`config.mk`:
```
export PLATFORM = sky130hd
export DESIGN_NAME = smbus_host_register_block_top
export DESIGN_NICKNAME = d
export VERILOG_FILES = /design/src/design/smbhrb_pkg.sv /design/src/design/smbus_host_register_block_top.sv
export SDC_FILE = /design/constraint.sdc
export NUM_CORES = 1
export LEC_CHECK = 0
export ABC_AREA = 1
export BUFFER_PORTS_ARGS = -buffer_cell sky130_fd_sc_hd__clkbuf_2
export CORE_MARGIN = 2
export CORE_UTILIZATION = 30
export CTS_BUF_LIST = sky130_fd_sc_hd__clkbuf_16
export CTS_CLUSTER_DIAMETER = 80
export DETAILED_ROUTE_END_ITERATION = 6
export SYNTH_ARGS = -nofsm -noshare
export SYNTH_HDL_FRONTEND = slang
export SYNTH_SLANG_ARGS = --single-unit
```
`constraint.sdc`:
```
create_clock -name clk_i -period 7.6 [get_ports clk_i]
set_input_delay 0.76 -clock clk_i [delete_from_list [all_inputs] [get_ports clk_i]]
set_output_delay 0.76 -clock clk_i [all_outputs]
set_load 0.02 [all_outputs]
```
`src/design/smbhrb_pkg.sv`:
```
// ----------------------------------------------------------------------------
// SMBus host register block package
// Word types, request codes, register indexes and status codes.
// ----------------------------------------------------------------------------
package smbhrb_pkg;

  // Request codes carried by req_type
  typedef enum logic [2:0] {
    REQ_WR_INDEX = 3'd0,
    REQ_RD_INDEX = 3'd1,
    REQ_WR_DATA  = 3'd2,
    REQ_RD_DATA  = 3'd3,
    REQ_TICK     = 3'd4
  } req_e;

  // Register indexes behind the index port
  localparam logic [7:0] IDX_STATUS_LO  = 8'h00;
  localparam logic [7:0] IDX_STATUS_HI  = 8'h01;
  localparam logic [7:0] IDX_CONTROL_LO = 8'h02;
  localparam logic [7:0] IDX_CONTROL_HI = 8'h03;
  localparam logic [7:0] IDX_ADDR       = 8'h04;
  localparam logic [7:0] IDX_CMD        = 8'h05;
  localparam logic [7:0] IDX_BLK_PTR    = 8'h06;
  localparam logic [7:0] IDX_COUNT      = 8'h07;
  localparam logic [7:0] IDX_DATA_FIRST = 8'h08;
  localparam logic [7:0] IDX_DATA_LAST  = 8'h0f;
  localparam logic [7:0] IDX_AUX0       = 8'h10;
  localparam logic [7:0] IDX_AUX1       = 8'h11;
  localparam logic [7:0] IDX_AUX2       = 8'h12;
  localparam logic [7:0] IDX_AUX3       = 8'h13;
  localparam logic [7:0] IDX_AUX4       = 8'hff;

  // Status codes
  localparam logic [7:0] ST_KILLED    = 8'h80;
  localparam logic [7:0] ST_DONE      = 8'h40;
  localparam logic [7:0] ST_NO_ACK    = 8'h20;
  localparam logic [7:0] ST_DEV_ERR   = 8'h10;
  localparam logic [7:0] ST_HOST_BUSY = 8'h08;
  localparam logic [7:0] ST_ALIAS     = 8'h04;
  localparam logic [7:0] ST_CLR_LO    = 8'hf0;
  localparam logic [7:0] ST_CLR_HI    = 8'h07;

  // Control low byte bits
  localparam int unsigned CTL_KILL_BIT  = 5;
  localparam int unsigned CTL_START_BIT = 4;

  // Protocol codes, control bits 3..1
  localparam logic [2:0] PROTO_QUICK     = 3'd0;
  localparam logic [2:0] PROTO_BYTE      = 3'd1;
  localparam logic [2:0] PROTO_BYTE_DATA = 3'd2;
  localparam logic [2:0] PROTO_WORD      = 3'd3;
  localparam logic [2:0] PROTO_BLOCK     = 3'd5;

  typedef struct packed {
    logic [2:0] req_type;
    logic [7:0] wdata;
    logic       dev_ack;
    logic [7:0] dev_byte0;
    logic [7:0] dev_byte1;
  } in_t;

  typedef struct packed {
    logic [7:0] rdata;
    logic       irq_out;
    logic       xfer_valid;
    logic [6:0] xfer_addr;
    logic       xfer_read;
    logic [2:0] xfer_protocol;
    logic [7:0] xfer_cmd;
    logic [7:0] xfer_data0;
    logic [7:0] xfer_data1;
    logic       busy_res;
  } out_t;

endpackage

```
`src/design/smbus_host_register_block_top.sv`:
```
// ----------------------------------------------------------------------------
// SMBus host register block
// Index/data register model of an SMBus host controller.
// ----------------------------------------------------------------------------
// Usage:
//   Input channel (in_valid_i/in_ready_o/in_data_i) carries one word per
//   request: index write or read, data write or read, or a bit-time tick.
//   Output channel (out_valid_o/out_ready_i/out_data_o) returns exactly one
//   result word per request, in order.
//   cfg_we_i/cfg_wdata_i write the interrupt enable bit; write it only while idle.
// Timing:
//   A word is registered in the input register on acceptance and its result
//   is then registered in the result register, which drives out_valid_o.
//   Throughput is one word per cycle while out_ready_i is high, set by the
//   single decode/update step between the input and result registers.
// Reset:
//   Valid flags and state registers clear, the block pointer reads 1, both channels empty.
// Stall:
//   While out_ready_i is low the result holds; one more word is still
//   taken into the input register, then in_ready_o drops.
// Data indexes 8..15 map onto store offsets 0..7; data reads return zero unless the block pointer is 0.
// ----------------------------------------------------------------------------
module smbus_host_register_block_top
  import smbhrb_pkg::*;
(
  input  logic clk_i,
  input  logic rst_ni,
  input  logic in_valid_i,
  output logic in_ready_o,
  input  in_t  in_data_i,
  output logic out_valid_o,
  input  logic out_ready_i,
  output out_t out_data_o,
  input  logic cfg_we_i,
  input  logic cfg_wdata_i
);

  // Pipeline registers
  logic in_valid_q;
  in_t  in_q;
  logic out_valid_q;
  out_t out_q;
  logic advance;

  // Architectural state
  logic       irq_en_q;
  logic [7:0] index_q,   index_d;
  logic [7:0] status_q,  status_d;
  logic [7:0] ctrl_lo_q, ctrl_lo_d;
  logic [7:0] ctrl_hi_q, ctrl_hi_d;
  logic [7:0] taddr_q,   taddr_d;
  logic [7:0] cmd_q,     cmd_d;
  logic [1:0] bp_q,      bp_d;
  logic [7:0] store_q [8];
  logic [7:0] store_d [8];
  logic [7:0] aux_q [3];
  logic [7:0] aux_d [3];
  logic [7:1] aux3_q,    aux3_d;
  logic [7:0] pend_q,    pend_d;
  logic [5:0] delay_q,   delay_d;
  logic       irq_q,     irq_d;

  out_t       res;
  logic [2:0] nbytes;
  logic [2:0] proto;
  logic [1:0] bp_inc;
  logic [2:0] slot;
  logic       is_data_idx;

  // Handshake: input register moves forward when the result slot frees
  assign advance     = in_valid_q && (!out_valid_q || out_ready_i);
  assign in_ready_o  = !in_valid_q || advance;
  assign out_valid_o = out_valid_q;
  assign out_data_o  = out_q;

  assign proto       = in_q.wdata[3:1];
  assign bp_inc      = bp_q + 2'd1;
  assign slot        = index_q[2:0];
  assign is_data_idx = index_q inside {[IDX_DATA_FIRST:IDX_DATA_LAST]};

  // Decode the held word and compute next state and result
  always_comb begin
    index_d   = index_q;
    status_d  = status_q;
    ctrl_lo_d = ctrl_lo_q;
    ctrl_hi_d = ctrl_hi_q;
    taddr_d   = taddr_q;
    cmd_d     = cmd_q;
    bp_d      = bp_q;
    store_d   = store_q;
    aux_d     = aux_q;
    aux3_d    = aux3_q;
    pend_d    = pend_q;
    delay_d   = delay_q;
    irq_d     = irq_q;
    res       = '0;
    nbytes    = '0;

    if (advance) begin
      case (req_e'(in_q.req_type))
        REQ_WR_INDEX: index_d = in_q.wdata;
        REQ_RD_INDEX: res.rdata = index_q;
        REQ_WR_DATA: begin
          // every data write drops the pending status first
          pend_d = '0;
          case (index_q)
            IDX_STATUS_LO: begin
              status_d = status_q & ~(in_q.wdata & ST_CLR_LO);
              if (status_d == ST_ALIAS) begin
                status_d = '0;
              end
            end
            IDX_STATUS_HI: status_d = status_q & ~(in_q.wdata & ST_CLR_HI);
            IDX_CONTROL_LO: begin
              ctrl_lo_d = in_q.wdata;
              if (in_q.wdata[CTL_KILL_BIT]) begin
                // kill a pending command
                if (pend_q != '0) begin
                  delay_d  = '0;
                  status_d = ST_KILLED;
                end
              end else if (in_q.wdata[CTL_START_BIT]) begin
                // start a transfer: drive the address phase
                nbytes            = 3'd1;
                res.xfer_valid    = 1'b1;
                res.xfer_addr     = taddr_q[7:1];
                res.xfer_read     = taddr_q[0];
                res.xfer_protocol = proto;
                if (!in_q.dev_ack) begin
                  pend_d = ST_NO_ACK;
                end else begin
                  pend_d = ST_DONE;
                  bp_d   = 2'd1;
                  case (proto)
                    PROTO_QUICK: begin
                      nbytes = 3'd1;
                    end
                    PROTO_BYTE: begin
                      if (taddr_q[0]) begin
                        store_d[0] = in_q.dev_byte0;
                      end else begin
                        res.xfer_data0 = store_q[0];
                      end
                      nbytes = 3'd2;
                    end
                    PROTO_BYTE_DATA: begin
                      res.xfer_cmd = cmd_q;
                      if (taddr_q[0]) begin
                        store_d[0] = in_q.dev_byte0;
                      end else begin
                        res.xfer_data0 = store_q[0];
                      end
                      nbytes = 3'd3;
                    end
                    PROTO_WORD: begin
                      res.xfer_cmd = cmd_q;
                      if (taddr_q[0]) begin
                        store_d[0] = in_q.dev_byte0;
                        store_d[1] = in_q.dev_byte1;
                      end else begin
                        res.xfer_data0 = store_q[0];
                        res.xfer_data1 = store_q[1];
                      end
                      nbytes = 3'd4;
                    end
                    default: begin
                      // block and unknown protocols report a device error
                      bp_d   = (proto == PROTO_BLOCK) ? 2'd0 : 2'd1;
                      pend_d = ST_DEV_ERR;
                      nbytes = 3'd0;
                    end
                  endcase
                end
              end
            end
            IDX_CONTROL_HI: ctrl_hi_d = in_q.wdata;
            IDX_ADDR:       taddr_d   = in_q.wdata;
            IDX_CMD:        cmd_d     = in_q.wdata;
            IDX_AUX0:       aux_d[0]  = in_q.wdata;
            IDX_AUX1:       aux_d[1]  = in_q.wdata;
            IDX_AUX2:       aux_d[2]  = in_q.wdata;
            IDX_AUX3:       aux3_d    = in_q.wdata[7:1];
            default: begin
              if (is_data_idx) begin
                store_d[slot] = in_q.wdata;
              end
            end
          endcase
          // load busy status and the bit-time countdown, 1 + 9 x bytes
          if (pend_d != '0) begin
            status_d = ST_HOST_BUSY;
            delay_d  = {nbytes, 3'b000} + {3'b000, nbytes} + 6'd1;
          end
        end
        REQ_RD_DATA: begin
          case (index_q)
            IDX_STATUS_LO:  res.rdata = status_q;
            IDX_CONTROL_LO: res.rdata = ctrl_lo_q;
            IDX_CONTROL_HI: res.rdata = ctrl_hi_q;
            IDX_ADDR:       res.rdata = taddr_q;
            IDX_CMD:        res.rdata = cmd_q;
            IDX_BLK_PTR:    res.rdata = {6'b0, bp_q};
            IDX_AUX0:       res.rdata = aux_q[0];
            IDX_AUX1:       res.rdata = aux_q[1];
            IDX_AUX2:       res.rdata = aux_q[2];
            IDX_AUX3:       res.rdata = {aux3_q, 1'b0};
            default: begin
              // status high, count and aux 4 read as zero
              if (is_data_idx) begin
                res.rdata = (bp_q == 2'd0) ? store_q[slot] : 8'h00;
                if (index_q == IDX_DATA_LAST) begin
                  bp_d = bp_inc;
                  if (irq_en_q) begin
                    irq_d = (bp_inc != 2'd0);
                  end
                end
              end
            end
          endcase
        end
        REQ_TICK: begin
          // count down and post the pending status at zero
          if (delay_q != '0) begin
            delay_d = delay_q - 6'd1;
            if (delay_q == 6'd1) begin
              status_d = pend_q;
            end
          end
        end
        default: begin
        end
      endcase
    end

    // dropping the interrupt enable clears the interrupt level
    if (cfg_we_i && !cfg_wdata_i && irq_en_q) begin
      irq_d = 1'b0;
    end

    res.irq_out  = irq_d;
    res.busy_res = (delay_d != '0);
  end

  // Input register
  always_ff @(posedge clk_i or negedge rst_ni) begin
    if (!rst_ni) begin
      in_valid_q <= 1'b0;
    end else if (in_ready_o) begin
      in_valid_q <= in_valid_i;
    end
  end

  always_ff @(posedge clk_i) begin
    if (in_ready_o && in_valid_i) begin
      in_q <= in_data_i;
    end
  end

  // Result register
  always_ff @(posedge clk_i or negedge rst_ni) begin
    if (!rst_ni) begin
      out_valid_q <= 1'b0;
    end else if (advance) begin
      out_valid_q <= 1'b1;
    end else if (out_ready_i) begin
      out_valid_q <= 1'b0;
    end
  end

  always_ff @(posedge clk_i) begin
    if (advance) begin
      out_q <= res;
    end
  end

  // Register file state
  always_ff @(posedge clk_i or negedge rst_ni) begin
    if (!rst_ni) begin
      irq_en_q  <= 1'b0;
      index_q   <= '0;
      status_q  <= '0;
      ctrl_lo_q <= '0;
      ctrl_hi_q <= '0;
      taddr_q   <= '0;
      cmd_q     <= '0;
      bp_q      <= 2'd1;
      store_q   <= '{default: '0};
      aux_q     <= '{default: '0};
      aux3_q    <= '0;
      pend_q    <= '0;
      delay_q   <= '0;
      irq_q     <= 1'b0;
    end else begin
      if (cfg_we_i) begin
        irq_en_q <= cfg_wdata_i;
      end
      index_q   <= index_d;
      status_q  <= status_d;
      ctrl_lo_q <= ctrl_lo_d;
      ctrl_hi_q <= ctrl_hi_d;
      taddr_q   <= taddr_d;
      cmd_q     <= cmd_d;
      bp_q      <= bp_d;
      store_q   <= store_d;
      aux_q     <= aux_d;
      aux3_q    <= aux3_d;
      pend_q    <= pend_d;
      delay_q   <= delay_d;
      irq_q     <= irq_d;
    end
  end

endmodule

```
Word level (Yosys, flattened, before mapping):

Index checks and enable logic that the tools add are counted.

* bits in writable memories: 0
* memories: 0
* memory bits (read-only): 0
* register bits after elaboration: 237
* output and inout port bits: 48
* bits in latches: 0

* magnitude comparators: 4
* add/subtract/negate cells: 4
* divide/modulo/power cells: 0
* bitwise logic cells: 13
* equality and inequality tests: 41
* shifts and indexed selects: 0
* multiplexer cells: 74
* multipliers: 0
* reduce and logical (&&, ||, !) cells: 50

Operators by type and width (number)
* $mux 8: 18
* $mux 16: 5
* $pmux 8 s10: 1
* $bwmux 64: 1
* $mux 64: 1
* $pmux 8 s2: 4
* $mux 36: 1
* $mux 6: 6
* $mux 7: 5
* $eq 8x3->1 const B: 4
* $eq 8x5->1 const B: 4
* $pmux 16 s2: 1
* $ne 2x2->1 const B: 13
* $bmux 8 s3: 1
* $demux 8 s3: 1
* $mux 24: 1
* $pmux 8 s3: 1
* $reduce_and 3->1: 8
* $reduce_or 10->1: 2
* $mux 3: 6
* $reduce_and 9->1: 2
* $and 8x8->8: 2
* $eq 8x2->1 const B: 2
* $reduce_bool 8->1: 2
* 47 further kinds: 94

Logic depth before layout (Yosys ltp):

* word-level depth: 14
* gate-level depth with buffers: 17

Worst setup path after synthesis:

OpenSTA, ideal clock, no wires.

* kind: input to register
* start point: input port out_ready_i
* end point: register index_q[6]
* data arrival time: 2.794 ns
* setup time: 0.133 ns
* cell stages on the path: 8
* data required time: 7.467 ns
* slack: 4.672 ns
* path through: inv_1 -> nand2_1 -> nand2_1 -> inv_1 -> nand4_1 -> clkbuf_1 -> nand2_1 -> o21ai_0

* word-level cells in the longest chain between the ends: 3

Ends and longest elaborated chain
* from (decl): line smbus_host_register_block_top.sv:32 `input logic out_ready_i,`
* $logic_or 1x1->1: line smbus_host_register_block_top.sv:71 `assign advance = in_valid_q && (!out_valid_q || out_ready_i);`
* $logic_and 1x1->1: line smbus_host_register_block_top.sv:71
* via advance: line smbus_host_register_block_top.sv:43 `logic advance;`
* $reduce_and 2->1 (no source line)
* to (signal assigned): line smbus_host_register_block_top.sv:297 `index_q <= index_d;`
* to (decl): line smbus_host_register_block_top.sv:47 `logic [7:0] index_q, index_d;`

The timed path passes the listed nets, and every way through them passes these cells.
A chain may end at the register's enable or synchronous reset.

==> results.md <==
- The run finished with clean final reports.
- In this run the cell area of the synthesized design comes to 0.0108 sq mm.
- The most used flip-flop cell after synthesis is dfrtp_1.
- The area occupied by multi-input gates is 0.00390 sq mm.
- The kind of critical path is reg -> reg.
- Clock tree synthesis inserted a total of 25 buffers.
- The final routed DRC violation total is 0.
- The number of max-cap violations is 0.
- The synthesized instance count is 1199.
- The placed wire-length estimate after detailed placement is 21600 um.
- The part of the power in the clock network is 33.8%.
- The via count of the first global-routing pass is 8127.
- The routability congestion estimate from global placement is 0.890.
- The highest net fanout along the worst path is 38.
- The critical path's slowest cell is dfrtp_1.
- Counting stages on the worst path, the most repeated cell is nand2_1.
- The number of hold violations in the final report was 0.
- The first detailed-routing pass took 7 iterations.
- Cells fill 34.8% of the core in the end.
- The worst setup path is launched from a flip-flop.
- The commonest cells after synthesis are 333 x nand2_1, 157 x dfrtp_1, 141 x o21ai_0.
- Data arrives at the worst endpoint at 3240 ps.
- The signal on the critical path passes through inv_2 -> nor2_8 -> nand2_4 -> nor2_8 -> nand2_4 -> nor2_1 -> ha_1 -> nand3_1 -> nand2_1 -> nand2_1 -> nand3_1 -> nand2_1 -> nor2_1 -> nand4_1.
- The worst-case IR drop observed on VDD is 0.000201 V.
- The internal power component is 2360 uW.
- The top-level port count is 82.
- After detailed routing, the number of vias per cell comes to 4.93.
- The number of synthesized flops with an enable pin is 74.
- The later pin in the worst-skew pair is clocked with a latency of 530 ps.
- The hold-fix buffer count after cts is 0.
- Entering global routing, the biggest net connects 91 pins.
- In this run the clock root is driven by a clkbuf_16.
- Of the cells placed in the final design, the portion with a size suffix greater than 1 is 13.9%.
- The area growth from synthesis to final layout is 14.8%.
- The average instance in the mapped netlist occupies 8.98 sq um.
- The actual transition at the worst max-transition pin is 1050 ps.
- In the synthesized netlist the async set-or-reset flop fraction comes to 68.1%.
- The library cell with the largest summed area after synthesis is dfrtp_1.
- The number of distinct library cells after synthesis is 52.
- The buffer depth of the longest clock path is 3.
- The most frequently used cell type in the post-synthesis netlist is nand2_1.
- The portion of total power attributed to sequential cells is 44.4%.
- The vertical die dimension is 193 um.
- The clock tree from TritonCTS is yes.
- In this run the power spent charging and discharging nets is 1160 uW.
- The total global routing track utilization is 16.4%.
- For this run, the top clock speed supported by timing is 0.335 GHz.
- The synthesized design devotes to its leading area cell type 36.5% of total area.
- The delay of the slowest cell on the worst path is 570 ps.
- After clock tree synthesis, the setup repair step added 0 buffers.
- After clock tree synthesis, the clock-pin slew on the worst setup and hold paths is 60 ps.
- The number of pins exceeding their max-slew limit in the final report is 0.
- The number of antenna violations at the first check in global routing was 0.
- The violation count after the first detailed-routing iteration is 931.
- The sequential standard cell area is 0.00618 sq mm.
- Yosys attributes the largest share of cell area to dfrtp_1 36%, edfxtp_1 21%, nand2_1 12%.
- Once the floorplan was initialized, standard cells occupied 30.3% of the core.
- The final number of setup-violating endpoints is 0.
- For the final database, setup skew stands at 15.2 ps.
- Setup repair after global routing left no endpoint under its margin.
- For the worst flop-to-flop path, the logic depth is 14.
- For this block, the routed nets add up to 30900 um of wire.
- Summed over all cells, the static leakage comes to 0.00543 uW.
- Once detail routing completed, the nets flagged for antenna violations numbered 0.
- The count of buffers inserted at the top-level ports is 81.
- In the final routed layout, each cell accounts on average for 17.7 um.
- The power density of the placed cells is 285 mW/mm^2.
- The share of the cycle needed by the critical path after routing is 39.2%.
- The die covers 0.0374 sq mm.
- The remaining max-slew budget at the tightest pin is 29.8%.
- In this run the number of H-tree levels came out at 1.
- After floorplanning, the core was divided into 69 placement rows.
- Measured along the x axis, the die boundary spans 193 um.
- The floorplan core area is 0.0355 sq mm.
- The data required time of the worst path is 7860 ps.
- The net switching share of the total power is 33.0%.
- The net count of the mapped netlist is 1239.
- The register bit total from synthesis is 232.
- The worst setup path is captured at a flip-flop.
- The clock net in this run drives a total of 232 sinks.
- The quantity of gates resized following cts is 0.
- The wire length of the first global-routing pass is 48400 um.
- The total number of yosys warnings is 0.
- The class of the tightest hold or removal check is in -> async.
- The final net count is 1306.
- Sequential cells were found to cover 57.4% of the synthesized design area.
- The total grt overflow is 0.
- The part of the power in combinational logic is 21.8%.
- The fill cell instance count of the final layout is 3617.
- The count of vias placed by the detailed router is 8614.
- The antenna cell count is 0.
- Summed over all failing endpoints, the final setup total negative slack is 0 ps.
- The final critical path time including I/O delays and setup is 2980 ps.
==> flip-flops by register name, summed over array words and instances, names as in the netlist <==
| name | count |
|---|---|
| ctrl_lo_q | 8 |
| taddr_q | 8 |
| cmd_q | 8 |
| delay_q | 6 |
| bp_q | 2 |
| status_q | 8 |
| irq_q | 1 |
| aux3_q | 7 |
| out_data_o | 46 |
| aux_q | 24 |
| ctrl_hi_q | 8 |
| in_valid_q | 1 |
| in_q | 28 |
| irq_en_q | 1 |
| out_valid_o | 1 |
| store_q | 64 |
| pend_q | 3 |
| index_q | 8 |
==> power groups by stage <==
stage | clock (uW) | sequential (uW) | combinational [uW]
2_1_floorplan | 0 | 1580 | 516
3_3_place_gp | 0 | 1580 | 758
3_5_place_dp | 0 | 1580 | 763
4_1_cts | 1210 | 1560 | 766
5_1_grt | 1270 | 1580 | 854
6_report | 1190 | 1560 | 767
==> worst max-delay path, delay by kind of cell, from the launching register on <==
kind                     cells  cell delay [ps]
AND/OR/NAND/NOR             12             1790
flip-flops                   1              570
adder cells (fa/ha/maj)      1              210
buffers and inverters        1              110
==> cell type report <==
class	count	area share (%)
Tap cell	461	4.67
Multi-Input combinational cell	798	31.6
Sequential cell	232	50.0
Timing Repair Buffer	84	3.51
Inverter	125	3.82
Clock buffer	25	5.06
Clock inverter	21	1.38
==> kinds of logic (layout without fill, tap and decap cells) <==
logic type / after synthesis / in the layout / synth area share [%]
compound gates: 242 / 242 / 12.4
xor+xnor: 2 / 2 / 0.163
fa+ha+maj: 6 / 6 / 0.697
buf+inv: 169 / 255 / 6.40
flops: 232 / 232 / 57.4
mux: 1 / 1 / 0.0930
simple gates: 547 / 547 / 22.8
==> path summary, 6_finish.rpt <==
check / start / endpoint / slack (ps)
max: index_q[1] / out_data_o[0] / 4620
min: rst_ni / ctrl_lo_q[1] / 260
max reg2reg: index_q[1] / out_data_o[0] / 4620
min reg2reg: aux_q[12] / aux_q[12] / 480
max in group asynchronous: rst_ni / store_q[2] / 5920
min in group clk_i: in_data_i[15] / in_q[15] / 410
==> through the flow <==
step | setup WS, ps | std cells | hold WS (ps) | instance area [sq um] | power [uW]
3_5_place_dp | 4590 | 1700 | 473 | 11600 | 2350
2_1_floorplan | 4670 | 1199 | 448 | 10800 | 2090
5_1_grt | 4340 | 1746 | 369 | 12400 | 3700
3_3_place_gp | 4640 | 1700 | 464 | 11600 | 2340
6_report | 4620 | 1746 | 265 | 12400 | 3520
4_1_cts | 4630 | 1746 | 359 | 12400 | 3540
==> cells in the final DEF, fill, tap and decap left out, drive strengths merged <==
cell,n
a22oi,8
o221ai,3
o31ai,1
clkbuf,105
a221oi,2
dfstp,1
mux2i,1
ha,6
nand2,346
a211oi,2
nor4,4
o21bai,1
o21ai,169
o2111ai,1
buf,4
nor3b,2
bufinv,3
o211ai,13
a21oi,35
clkinv,9
o22ai,3
inv,133
o2111a,1
edfxtp,74
nand3,54
dfrtp,157
nor3,15
xor2,1
nand4,16
o21a,2
xnor2,1
nor2,109
nand3b,1
a21boi,1
clkinvlp,1
==> layer usage <==
| metal | global-route usage [%] | routed length [um] | up-vias |
|---|---|---|---|
| li1 | - | - | 4101 |
| met1 | 24.0 | 13800 | 4133 |
| met2 | 25.7 | 14100 | 347 |
| met3 | 2.28 | 2510 | 33 |
| met4 | 3.62 | 533 | 0 |
| met5 | 0 | 0 | - |
Note: power is estimated with default switching activity, not from simulation.
